File: src/hdl/ipu_pkg.sv
`default_nettype none

package ipu_pkg;

	// Commands from the controller to the datapath, at most a few per cycle.
	typedef struct packed {
		logic load;      // capture the operands of an accepted item
		logic init;      // set up the loop and the result of the special cases
		logic mul_start; // register the partial products of one multiplication
		logic mul_end;   // sum the partial products into the selected register
		logic sel_sq;    // 1: square the square register, 0: multiply into the accumulator
		logic shift;     // drop the lowest exponent bit
		logic take_acc;  // the accumulator becomes the result
		logic out_load;  // move the result into the output register
	} ipu_cmd_t;

	// Status from the datapath to the controller.
	typedef struct packed {
		logic special; // the result needs no multiplication
		logic u_lsb;   // lowest remaining exponent bit
		logic u_last;  // no exponent bits remain above the lowest one
	} ipu_status_t;

endpackage

`default_nettype wire

File: src/hdl/ipu_ctrl.sv
`default_nettype none

// Sequencer for square-and-multiply, plus the output valid flag.
module ipu_ctrl (
	input  wire logic                 clk,
	input  wire logic                 arst_n,
	input  wire logic                 in_valid,
	output logic                      in_ready,
	output logic                      out_valid,
	input  wire logic                 out_ready,
	input  wire ipu_pkg::ipu_status_t status,
	output ipu_pkg::ipu_cmd_t         cmd
);

	localparam logic [3:0] ST_IDLE  = 4'd0;
	localparam logic [3:0] ST_CHECK = 4'd1;
	localparam logic [3:0] ST_STEP  = 4'd2;
	localparam logic [3:0] ST_MA1   = 4'd3;
	localparam logic [3:0] ST_MA2   = 4'd4;
	localparam logic [3:0] ST_NEXT  = 4'd5;
	localparam logic [3:0] ST_MS1   = 4'd6;
	localparam logic [3:0] ST_MS2   = 4'd7;
	localparam logic [3:0] ST_FIN   = 4'd8;

	logic [3:0] state_q;
	logic [3:0] state_d;
	logic       out_valid_q;
	logic       out_free;

	assign in_ready  = (state_q == ST_IDLE);
	assign out_valid = out_valid_q;
	assign out_free  = !out_valid_q || out_ready;

	// Next state and commands.
	always_comb begin
		state_d = state_q;
		cmd     = '0;
		unique case (state_q)
			ST_IDLE: begin
				if (in_valid) begin
					cmd.load = 1'b1;
					state_d  = ST_CHECK;
				end
			end
			ST_CHECK: begin
				cmd.init = 1'b1;
				state_d  = status.special ? ST_FIN : ST_STEP;
			end
			ST_STEP: begin
				state_d = status.u_lsb ? ST_MA1 : ST_NEXT;
			end
			ST_MA1: begin
				cmd.mul_start = 1'b1;
				state_d       = ST_MA2;
			end
			ST_MA2: begin
				cmd.mul_end = 1'b1;
				state_d     = ST_NEXT;
			end
			ST_NEXT: begin
				cmd.shift = 1'b1;
				if (status.u_last) begin
					cmd.take_acc = 1'b1;
					state_d      = ST_FIN;
				end else begin
					state_d = ST_MS1;
				end
			end
			ST_MS1: begin
				cmd.mul_start = 1'b1;
				cmd.sel_sq    = 1'b1;
				state_d       = ST_MS2;
			end
			ST_MS2: begin
				cmd.mul_end = 1'b1;
				cmd.sel_sq  = 1'b1;
				state_d     = ST_STEP;
			end
			ST_FIN: begin
				if (out_free) begin
					cmd.out_load = 1'b1;
					state_d      = ST_IDLE;
				end
			end
			default: begin
				state_d = ST_IDLE;
			end
		endcase
	end

	always_ff @(posedge clk or negedge arst_n) begin
		if (!arst_n) begin
			state_q <= ST_IDLE;
		end else begin
			state_q <= state_d;
		end
	end

	// The output item stays valid until the receiver takes it.
	always_ff @(posedge clk or negedge arst_n) begin
		if (!arst_n) begin
			out_valid_q <= 1'b0;
		end else if (cmd.out_load) begin
			out_valid_q <= 1'b1;
		end else if (out_ready) begin
			out_valid_q <= 1'b0;
		end
	end

endmodule

`default_nettype wire

File: config.mk
export PLATFORM = sky130hd
export DESIGN_NAME = ipu_ctrl
export DESIGN_NICKNAME = d
export VERILOG_FILES = /design/src/hdl/ipu_pkg.sv /design/src/hdl/ipu_ctrl.sv
export SDC_FILE = /design/constraint.sdc
export NUM_CORES = 1
export LEC_CHECK = 0
export BUFFER_PORTS_ARGS = -buffer_cell sky130_fd_sc_hd__buf_2
export CAP_MARGIN = 20
export CORE_AREA = 5 5 42 44
export CTS_CLUSTER_SIZE = 25
export DETAILED_ROUTE_END_ITERATION = 8
export DIE_AREA = 0 0 47 49
export MAX_ROUTING_LAYER = met4
export PLACE_DENSITY = 0.57
export SYNTH_ARGS = -nofsm -noshare
export SYNTH_HDL_FRONTEND = slang
export SYNTH_SLANG_ARGS = --single-unit
File: constraint.sdc
create_clock -name clk -period 1.24 [get_ports clk]
set_input_delay 0.124 -clock clk [delete_from_list [all_inputs] [get_ports clk]]
set_output_delay 0.124 -clock clk [all_outputs]
set_load 0.1 [all_outputs]
==> flow_metrics.tcl <==
set metrics [dict create \
    status "finished with violations" \
    failed_checks "negative setup slack" \
    finalHoldViolCount 0 \
    numClockSinks 5 \
    grt_max_degree 9 \
    syn_to_final_growth_pct 121.0 \
    synth_fa_ha_area_frac 0 \
    clkTransAtPathRegs_ns 0.04 \
    postRouteAntennaNets 0 \
    dr.max_layer_used "met3" \
    relSlewSlack 0.8057 \
    gp_congestion 0.7539 \
    cts_buffers 3 \
    ys_seq_elements 5 \
    wl_met3_um 68 \
    drc 0 \
    io_buffer_count 16 \
    first_pass_iters 4 \
    nFillCells 121 \
    max_freq_mhz 634.8 \
    die_width_um 47 \
    io_pins 17 \
    crit_type "flop to primary output" \
    dpl.hpwl_um 835.4 \
    start_util 0.2938 \
    yosys.cell_types.count 23 \
    syn_area_um2 411.6 \
    antennaDiodeCount 0 \
    worst_clock_skew_ns 0.002531 \
    synth_mux_area_frac 0.02432 \
    die_h_um 49 \
    fin_crit_sh 1.270 \
    cp.required_ns 1.12 \
    synthTopCellsByCount "dfrtp_1 (5), nor3_1 (5), buf_6 (3), nor2_1 (3), nor2b_1 (3)" \
    yosys.area_share.simple 0.3860 \
    fin_nets 84 \
    yosysWarnings 0 \
    synth_edf_count 0 \
    drv_cap 0 \
    cts_tree "yes" \
    drt_iter0_markers 2 \
    ys_seq_area_frac 0.3040 \
    worstMarginPinSlew_ns 0.2909 \
    antenna_found_initial 0 \
    startpoint_type "flop" \
    synth_xor_area_frac 0.04255 \
    synthCells 41 \
    setup_slack_ns -0.3353 \
    synthesis.nets 48 \
    synth_area_leaders "dfrtp_1 (30%), buf_6 (8.2%), a2111oi_4 (6.7%)" \
    slew_viol_final 0 \
    cts-root-buf "clkbuf_4" \
    cp_max_fo 6 \
    viasPerCell 4.717 \
    grt_pass1_vias 428 \
    gr-total-overflow 0 \
    pre_cts_ws_ns -0.2022 \
    drive_above_1_share 0.7500 \
    yosys_most_used_dff "dfrtp_1" \
    finalSetupViolations 10 \
    wl_met2_um 546 \
    clk_path_buf_depth 2 \
    period_needed_ns 1.575 \
    grt_setup_unrepaired "true" \
    hold_path_class "input port to flop" \
    synth_top_family_by_area "simple AND/OR/NAND/NOR gates" \
    synth-compound-area-share 0.1398 \
    grt_usage 0.1131 \
    syn_avg_cell_area_um2 10.04 \
    grt_pass1_wl_um 1897 \
    cts.htree.levels 1 \
    fp-row-count 14 \
    end_kind "primary output" \
    die-area_mm2 0.002303 \
    drt_wl_total_um 1110 \
    clkLatencyLatePin_ns 0.24 \
    cp.arrival_ns 1.45 \
    synth_top_area_cell "dfrtp_1" \
    fp.coreArea_mm2 0.001401 \
    routedWlPerCell_um 12.07 \
    vias 434 \
    synth_top_cell_area_share 0.3040 \
    ys_async_sr_fraction 1.000 \
    met1_length_um 496 \
]
## sequential cells by signal, summed over array words and instances, names as in the netlist
name and count:
out_valid 1, state_q 4
## layout by cell type, fill, tap and decap left out, types with 2 or more instances in the layout
| cell | synthesis | routed |
|---|---|---|
| dfrtp_2 | 0 | 4 |
| buf_4 | 0 | 14 |
| nor3b_4 | 0 | 2 |
| buf_2 | 1 | 6 |
| buf_6 | 3 | 4 |
| and2_4 | 0 | 2 |
| a21oi_1 | 2 | 2 |
| buf_12 | 0 | 10 |
| nor2b_1 | 3 | 2 |
| clkbuf_4 | 0 | 3 |
| nor3_1 | 5 | 2 |
| nor3_4 | 0 | 2 |
| nor2_1 | 3 | 2 |
| nand2b_1 | 2 | 2 |
## layout make-up
type,count,area (um^2),share of cell area
inverters,1,3.754,0.004127
repair buffers,35,390.4,0.4292
multi-input cells,31,335.3,0.3686
clock buffers,4,26.28,0.02889
flip-flops and latches,5,133.9,0.1472
well taps,16,20.02,0.02201
## through the flow
step / util / area [um^2] / setup TNS [ns] / hold WS (ns) / cells
2_1_floorplan: - / 454.2 / -6.197 / -0.1716 / 41
3_3_place_gp: 0.5402 / 757.0 / -0.6472 / -0.05746 / 82
3_5_place_dp: 0.5402 / 757.0 / -0.9267 / -0.05266 / 82
4_1_cts: 0.6259 / 877.1 / -2.363 / 0.2094 / 90
5_1_grt: 0.6491 / 909.6 / -3.281 / 0.2133 / 92
6_report: 0.6491 / 909.6 / -2.584 / 0.2126 / 92
## path summary, 6_finish.rpt
path | from | to | slack [ns] | depth (start not counted)
max | state_q[1] | cmd[7] | -0.34 | 4
max in group asynchronous | arst_n | out_valid | 0.85 | 2
max reg2reg | state_q[1] | state_q[2] | -0.07 | 4
min reg2reg | state_q[3] | state_q[0] | 0.58 | 1
min in group asynchronous | arst_n | out_valid | 0.24 | 2
min | out_ready | state_q[3] | 0.21 | 4
## metal layers
metal,vias up,GRT usage
li1,215,-
met1,207,0.1581
met2,12,0.1584
met3,0,0.04428
met4,0,0.01382
met5,-,-
## cells by family (layout without fill, tap and decap cells)
logic type / count (synthesis) / count (layout)
xor+xnor: 2 / 2
simple gates: 22 / 22
compound gates: 6 / 6
buf+inv: 5 / 40
flops: 5 / 5
mux: 1 / 1
## worst max-delay path, stage by stage, from the launching register on
cell and delay [ns]:
dfrtp_2 0.47, buf_6 0.15, nor4_4 0.25, and2_4 0.19, buf_12 0.16
## repair_timing
item | CTS | global route
setup buffers | 3 | 3
pin swaps | 5 | 5
resized for setup | 16 | 3
hold endpoints to repair | 5 | 0
setup endpoints to repair | 11 | 12
hold buffers | 1 | 0
Power is left out: the tool's default activity adds up to more than one toggle a clock period on the data nets, which glitch-free logic cannot reach.
